<file path="config.mk">
export PLATFORM = sky130hd
export DESIGN_NAME = pfrgba_convert
export DESIGN_NICKNAME = d
export VERILOG_FILES = /design/src/design/pfrgba_pkg.sv /design/src/design/pfrgba_convert.sv
export SDC_FILE = /design/constraint.sdc
export NUM_CORES = 1
export LEC_CHECK = 0
export ABC_AREA = 0
export BUFFER_PORTS_ARGS = -buffer_cell sky130_fd_sc_hd__buf_2
export CAP_MARGIN = 10
export CORE_MARGIN = 5
export CORE_UTILIZATION = 45
export DETAILED_ROUTE_END_ITERATION = 16
export PLACE_DENSITY = 0.64
export SYNTH_ARGS = -nofsm -noshare
export SYNTH_HDL_FRONTEND = slang
export SYNTH_SLANG_ARGS = --single-unit
</file>
<file path="constraint.sdc">
create_clock -name vclk -period 9.4
set_clock_uncertainty 0.1 [all_clocks]
set_input_delay 1.41 -clock vclk [all_inputs]
set_output_delay 1.41 -clock vclk [all_outputs]
set_load 0.02 [all_outputs]
</file>
<file path="src/design/pfrgba_pkg.sv">
// Shared types, constants and helpers of the pixel format converter.
// No dependencies.
`timescale 1ns / 1ps
`default_nettype none
package pfrgba_pkg;

	typedef struct packed {
		logic [7:0] r;
		logic [7:0] g;
		logic [7:0] b;
		logic [7:0] a;
	} rgba_t;

	typedef logic [1:0] pos_t [4];

	// Byte places of R, G, B, A for the four channel orders RGBX, BGRX, XRGB, XBGR
	localparam pos_t RGB_POS [4] = '{
		'{2'd0, 2'd1, 2'd2, 2'd3},
		'{2'd2, 2'd1, 2'd0, 2'd3},
		'{2'd1, 2'd2, 2'd3, 2'd0},
		'{2'd3, 2'd2, 2'd1, 2'd0}
	};

	localparam logic [4:0] FMT_IDX8      = 5'd6;
	localparam logic [4:0] FMT_GRAY8     = 5'd7;
	localparam logic [4:0] FMT_GRAY16    = 5'd8;
	localparam logic [4:0] FMT_GA8       = 5'd9;
	localparam logic [4:0] FMT_GA16      = 5'd10;
	localparam logic [4:0] FMT_RGB24     = 5'd11;
	localparam logic [4:0] FMT_BGR24     = 5'd12;
	localparam logic [4:0] FMT_RGB48     = 5'd13;
	localparam logic [4:0] FMT_BGR48     = 5'd14;
	localparam logic [4:0] FMT_X32_FIRST = 5'd15;
	localparam logic [4:0] FMT_A32_FIRST = 5'd19;
	localparam logic [4:0] FMT_X64_FIRST = 5'd23;
	localparam logic [4:0] FMT_A64_FIRST = 5'd27;
	localparam logic [4:0] FMT_YCC       = 5'd31;

	localparam logic [1:0] CFG_FORMAT  = 2'd0;
	localparam logic [1:0] CFG_ORDER   = 2'd1;
	localparam logic [1:0] CFG_WIDTH   = 2'd2;
	localparam logic [1:0] CFG_PALSIZE = 2'd3;

	// floor(v/257): with v = 256h + l the quotient is h, or h-1 when l < h
	function automatic logic [7:0] div257(input logic [15:0] v);
		return (v[7:0] < v[15:8]) ? (v[15:8] - 8'd1) : v[15:8];
	endfunction

endpackage
`default_nettype wire

</file>
<file path="src/design/pfrgba_convert.sv">
// Combinational channel extraction for all input formats.
// Depends on pfrgba_pkg.
`timescale 1ns / 1ps
`default_nettype none
module pfrgba_convert import pfrgba_pkg::*; (
	input  wire logic [4:0]  fmt,
	input  wire logic [63:0] raw,
	input  wire logic [2:0]  sub,
	output rgba_t            chan,
	output logic             use_pal,
	output logic [7:0]       pal_idx
);

	function automatic logic [7:0] ycc_chan(input logic [7:0] y,
			input logic signed [31:0] sum);
		logic signed [31:0] t;
		t = $signed({8'd0, y, 16'd0}) + sum;
		if (t < 0) return 8'd0;
		if (t[31:16] > 16'sd255) return 8'd255;
		return t[23:16];
	endfunction

	logic [7:0]  bt [8];
	logic [7:0]  hf [4];
	logic [7:0]  shifted;
	logic [7:0]  field;
	logic signed [31:0] cb, cr;

	always_comb begin
		for (int i = 0; i < 8; i++) bt[i] = raw[8*i +: 8];
		for (int i = 0; i < 4; i++) hf[i] = div257(raw[16*i +: 16]);
	end

	// Packed sub-byte pixels, most significant bits first
	assign shifted = bt[0] << (sub << fmt[2:1]);
	always_comb begin
		case (fmt[2:1])
			2'd0:    field = {8{shifted[7]}};
			2'd1:    field = {4{shifted[7:6]}};
			default: field = {2{shifted[7:4]}};
		endcase
	end

	assign cb = 32'(signed'({1'b0, bt[1]}) - 10'sd128);
	assign cr = 32'(signed'({1'b0, bt[2]}) - 10'sd128);

	always_comb begin
		pos_t p;
		p = RGB_POS[0];
		chan = '{r: 8'd0, g: 8'd0, b: 8'd0, a: 8'd255};
		use_pal = 1'b0;
		pal_idx = 8'd0;
		if (fmt < FMT_IDX8) begin
			use_pal = ~fmt[0];
			case (fmt[2:1])
				2'd0:    pal_idx = {7'd0, shifted[7]};
				2'd1:    pal_idx = {6'd0, shifted[7:6]};
				default: pal_idx = {4'd0, shifted[7:4]};
			endcase
			chan.r = field; chan.g = field; chan.b = field;
		end else if (fmt == FMT_IDX8) begin
			use_pal = 1'b1;
			pal_idx = bt[0];
		end else if (fmt == FMT_GRAY8) begin
			chan.r = bt[0]; chan.g = bt[0]; chan.b = bt[0];
		end else if (fmt == FMT_GRAY16) begin
			chan.r = hf[0]; chan.g = hf[0]; chan.b = hf[0];
		end else if (fmt == FMT_GA8) begin
			chan = '{r: bt[0], g: bt[0], b: bt[0], a: bt[1]};
		end else if (fmt == FMT_GA16) begin
			chan = '{r: hf[0], g: hf[0], b: hf[0], a: hf[1]};
		end else if (fmt == FMT_RGB24 || fmt == FMT_BGR24) begin
			p = RGB_POS[{1'b0, ~fmt[0]}];
			chan = '{r: bt[3'(p[0])], g: bt[3'(p[1])], b: bt[3'(p[2])], a: 8'd255};
		end else if (fmt == FMT_RGB48 || fmt == FMT_BGR48) begin
			p = RGB_POS[{1'b0, ~fmt[0]}];
			chan = '{r: hf[p[0]], g: hf[p[1]], b: hf[p[2]], a: 8'd255};
		end else if (fmt < FMT_X64_FIRST) begin
			p = RGB_POS[2'(fmt - FMT_X32_FIRST)];
			chan = '{r: bt[3'(p[0])], g: bt[3'(p[1])], b: bt[3'(p[2])],
				a: (fmt >= FMT_A32_FIRST) ? bt[3'(p[3])] : 8'd255};
		end else if (fmt < FMT_YCC) begin
			p = RGB_POS[2'(fmt - FMT_X64_FIRST)];
			chan = '{r: hf[p[0]], g: hf[p[1]], b: hf[p[2]],
				a: (fmt >= FMT_A64_FIRST) ? hf[p[3]] : 8'd255};
		end else begin
			chan.r = ycc_chan(bt[0], 32'sd91881 * cr);
			chan.g = ycc_chan(bt[0], -(32'sd22554 * cb) - 32'sd46802 * cr);
			chan.b = ycc_chan(bt[0], 32'sd116130 * cb);
		end
	end

endmodule
`default_nettype wire

</file>
==> summary.md, run 1 <==
| Metric | Value |
|---|---|
| Status | finished, violations left |
| Failing checks | negative setup slack |
| Worst setup SP type | primary input |
| Post-route clock period utilization | 104% |
| Final Hold Viols | 0 |
| Fin worst setup slack | -0.396 ns |
| Crit. End Element | output port |
| Fin Hold WS | 3.21 ns |
| Final WL | 58,300 um |
| Pre-antenna DRT Iters | 6 |
| Routed Antenna Nets | 0 |
| Die W | 193 um |
| Max Cap Viol | 0 |
| Synth warn | 0 |
| Sequential fraction of the synthesis area | 0% |
| P_leak | 9.74 nW |
| Crit path kind | primary input to output port |
| Count leader, synth | ha_1 |
| Top area cells in the synthesized netlist | ha_1 28%, fa_1 16%, inv_1 6.9%, a21oi_1 4.1%, xnor2_1 4.0% |
| Max FO, Critical Path | 4 |
| Post-Syn Area per Cell | 8.07 um2 |
| Cell family with most CP delay | compound AO/OA/AOI/OAI gates |
| Routed len/inst | 21.9 um |
| All-Layer GR Usage | 30.0% |
| Crit path required time | 7.89 ns |
| Boundary pin count | 113 |
| Vias in the first global route | 15,700 |
| Die height | 193 um |
| Fin cells | 2,659 |
| Vias per cell | 5.93 |
| Period minus WS final | 9.80 ns |
| Area grow syn2layout | 30.1% |
| Power per cell area | 317 nW/um2 |
| Max IR drop VDD | 0.385 mV |
| HP Class | primary input to output port |
| Syn nets | 2,396 |
| Netlist Area Pre-Place | 15,100 um2 |
| Initial Util | 45.3% |
| CP max stage cell | fa_1 |
| RSZ-0062 raised after global routing | true |
| Antenna violations before repair | 1 |
| I/O Buffers | 113 |
| Flip-flop and latch area | 0 um2 |
| Slew Viols, Final | 0 |
| Worst slew pin tran | 1.13 ns |
| Total gr overflow | 0 |
| Drc violations | 0 |
| Seq cells | 0 |
| Maximum clock frequency | 102 MHz |
| Most frequent CP cell | ha_4 |
| DR vias | 15,800 |
| Die area | 37,300 um2 |
| Synthesized instance count | 1,867 |
| CTS Hold Bufs | 0 |
| Final GP Congestion | 1.01 |
| Dpl hpwl | 46,500 um |
| Core Box Area | 33,300 um2 |
| Distinct cell type count after synthesis | 89 |
| DR iter-0 viols | 1,200 |
| Largest area contributor in the netlist | ha_1 |
| Yosys top cell area share | 28.1% |
| Final net count | 2,741 |
| Final setup fails | 12 |
| # clk buffers | 0 |
| Filler cells | 3,024 |
| Crit path arrival time | 8.29 ns |
| Worst rel slew slack | 24.5% |
| Largest net degree at the start of global routing | 66 |
| Commonest cells post-synth | 338 x ha_1, 276 x inv_1, 123 x a21oi_1, 119 x fa_1, 111 x nand2_1 |
| First-pass GRT wire length | 87,300 um |
| Buf/Inv on CP | 8 |
| Placed Cells | 2,617 |
| Share of cells above drive strength 1 | 29.7% |
| # rows | 67 |
| Slowest stage delay, CP | 0.56 ns |
[kinds of logic after synthesis]
group	count (synthesis)	share of synthesized area [%]
xor+xnor	93	5.45
compound gates	514	23.3
mux	60	5.41
simple gates	401	13.1
fa+ha+maj	457	43.9
buf+inv	342	8.96
[per-layer routing]
layer  wire length, um  up-vias  track usage [%]
met1             23800     7527             39.6
met4              3150        0             11.1
li1                  -     7347                -
met3              5110      190             5.98
met2             26300      697             48.7
met5                 0        -                0
[cells in the final DEF, fill, tap and decap left out, types with 17 or more instances in the layout]
master      n
a211oi_1   21
a21oi_2    20
nor3_1     23
a21o_1     39
nor2_1     98
xnor2_1    63
nand2b_1   18
ha_1      284
nand3_1    34
fa_1      112
nand2_1   107
o21a_1     20
inv_2      18
ha_4       42
o221ai_1   17
o211ai_1   31
mux2i_1    34
a21oi_1    99
buf_4     286
xor2_1     24
inv_1     257
buf_6      20
o21ai_0    72
buf_2      89
[power breakdown]
part / internal [mW] / switching (mW) / leakage, nW / total, mW
logic: 3.02 / 3.20 / 9.74 / 6.22
registers: 0 / 0 / 0 / 0
clock network: 0.0000000143 / 0 / 0.00000634 / 0.0000000143
[path summary, 6_finish.rpt]
check | cells after the start | slack (ns) | from | end
max | 34 | -0.40 | raw[12] | chan[22]
min | 3 | 3.21 | fmt[4] | use_pal
[through the flow]
stage          power (mW)  util [%]  area, um2  setup TNS [ns]  setup slack (ns)
2_1_floorplan        3.17         -      15200               0           0.00425
3_3_place_gp         4.96      53.9      17900           -7.82            -0.718
3_5_place_dp         5.05      53.9      17900           -9.74            -0.913
4_1_cts              5.63      56.1      18700           -2.26            -0.256
5_1_grt              6.81      58.9      19600           -5.46            -0.630
6_report             6.22      58.9      19600           -2.11            -0.396
[final cells by class]
type	count	area (um2)	area share, %
multi-input combinational	1525	15000	76.5
timing repair buffer	406	2980	15.2
inverter	279	1070	5.47
tap	448	561	2.86
antenna	1	2.50	0.0128
[repair_timing]
action	in CTS	in global routing
buffers inserted	16	29
pin swaps	100	105
endpoints found under the hold margin	0	0
resized for setup	125	150
setup endpoints to repair	16	16
No activity file was read; power rests on OpenSTA's default activity.
==> inputs of run 2 (changes only) <==
--- a/config.mk
+++ b/config.mk
@@ -8,6 +8,7 @@
 export ABC_AREA = 0
 export BUFFER_PORTS_ARGS = -buffer_cell sky130_fd_sc_hd__buf_2
 export CAP_MARGIN = 10
+export CORE_ASPECT_RATIO = 0.5
 export CORE_MARGIN = 5
 export CORE_UTILIZATION = 45
 export DETAILED_ROUTE_END_ITERATION = 16
==> run 2 against run 1 <==
Net effect: the flow still finishes with violations (negative setup slack); die area rose by 0.60%; sequential share of layout area did not move; worst setup slack improved by 0.025 ns; critical path type unchanged; largest power group unchanged.
==> summary.md, run 2 (synthesized netlist as in run 1, its figures left out) <==
| Metric | Value |
|---|---|
| Status | finished, violations left |
| Crit. End Element | output port |
| Drc violations | 0 |
| Final GP Congestion | 1.04 |
| Dpl hpwl | 46,200 um |
| Maximum clock frequency | 102 MHz |
| I/O Buffers | 113 |
| Worst rel slew slack | 19.6% |
| Total Power | 6.01 mW |
| All-Layer GR Usage | 29.6% |
| Post-route clock period utilization | 104% |
| Final WL | 57,500 um |
| DR iter-0 viols | 1,609 |
| Crit path arrival time | 8.26 ns |
| Period minus WS final | 9.77 ns |
| P_leak | 9.73 nW |
| Flip-flop and latch area | 0 um2 |
| First-pass GRT wire length | 88,300 um |
| # clk buffers | 0 |
| Pre-antenna DRT Iters | 7 |
| Power per cell area | 309 nW/um2 |
| Filler cells | 2,915 |
| Die W | 269 um |
| Fin worst setup slack | -0.370 ns |
| Max Cap Viol | 0 |
| Die height | 139 um |
| Max IR drop VDD | 0.406 mV |
| Worst slew pin tran | 1.21 ns |
| Pre-CTS WS | -0.769 ns |
| Largest net degree at the start of global routing | 66 |
| Seq cells | 0 |
| Slew Viols, Final | 0 |
| Vias in the first global route | 15,500 |
| Boundary pin count | 113 |
| # rows | 47 |
| Crit path kind | primary input to output port |
| Buf/Inv on CP | 9 |
| DR vias | 15,800 |
| CP max stage cell | fa_1 |
| HP Class | primary input to output port |
| Vias per cell | 5.96 |
| RSZ-0062 raised after global routing | true |
| Total gr overflow | 0 |
| Routed len/inst | 21.7 um |
| Most common cell after layout, fill and taps aside | ha_1 |
| Routed Antenna Nets | 0 |
| Core Box Area | 33,000 um2 |
| Crit path required time | 7.89 ns |
| Final net count | 2,737 |
| Slowest stage delay, CP | 0.51 ns |
| Die area | 37,500 um2 |
| Share of cells above drive strength 1 | 28.9% |
| Antenna violations before repair | 1 |
| Failing checks | negative setup slack |
| Ant diodes | 0 |
| Area grow syn2layout | 29.0% |
| Final setup fails | 8 |
| Most frequent cells in the layout | 292 x ha_1, 280 x buf_4, 265 x inv_1 |
| Final Hold Viols | 0 |
| Cell family with most CP delay | compound AO/OA/AOI/OAI gates |
| Max FO, Critical Path | 4 |
| Worst setup SP type | primary input |
| Initial Util | 45.6% |
run 2: area by class of cell:
type | count | area (um2) | share of cell area (%)
multi-input cells | 1525 | 14900 | 76.5
repair buffers | 402 | 2950 | 15.1
inverters | 279 | 1070 | 5.51
well taps | 441 | 552 | 2.84
run 2: worst paths after layout:
path,cells past startpoint,end,slack [ns],startpoint
worst max-delay path,35,chan[19],-0.37,raw[18]
worst min-delay path,3,use_pal,3.22,fmt[4]
run 2: timing repair:
item                                    4_1_cts  5_1_grt
resized for setup                           138      113
cloned                                        0        0
pin swaps                                   103       93
hold buffers                                  0        0
buffers inserted                             19       21
endpoints found under the setup margin       16       16
run 2: layer usage:
layer / global-route usage (%) / wire [um] / vias to the layer above
met2: 44.9 / 24300 / 771
met4: 6.94 / 1850 / 2
met5: 0 / 7 / -
met3: 7.32 / 6110 / 165
met1: 42.6 / 25200 / 7500
li1: - / - / 7326
run 2: power by group:
group          leakage [nW]  switching [mW]  internal [mW]  total, mW
Sequential                0               0              0          0
Clock                     0               0              0          0
Combinational          9.73            3.13           2.88       6.01
run 2: metrics by stage:
step                setup TNS, ns  hold WS [ns]  area, um2  util, %  instances
floorplan                       0          2.92      15200        -       1867
global placement            -7.46          3.19      17900     54.3       2610
detailed placement          -8.69          3.20      17900     54.3       2610
CTS                         -1.64          3.20      18800     56.8       2627
global route                -4.87          3.24      19400     58.8       2647
finish                      -2.34          3.22      19400     58.8       2647
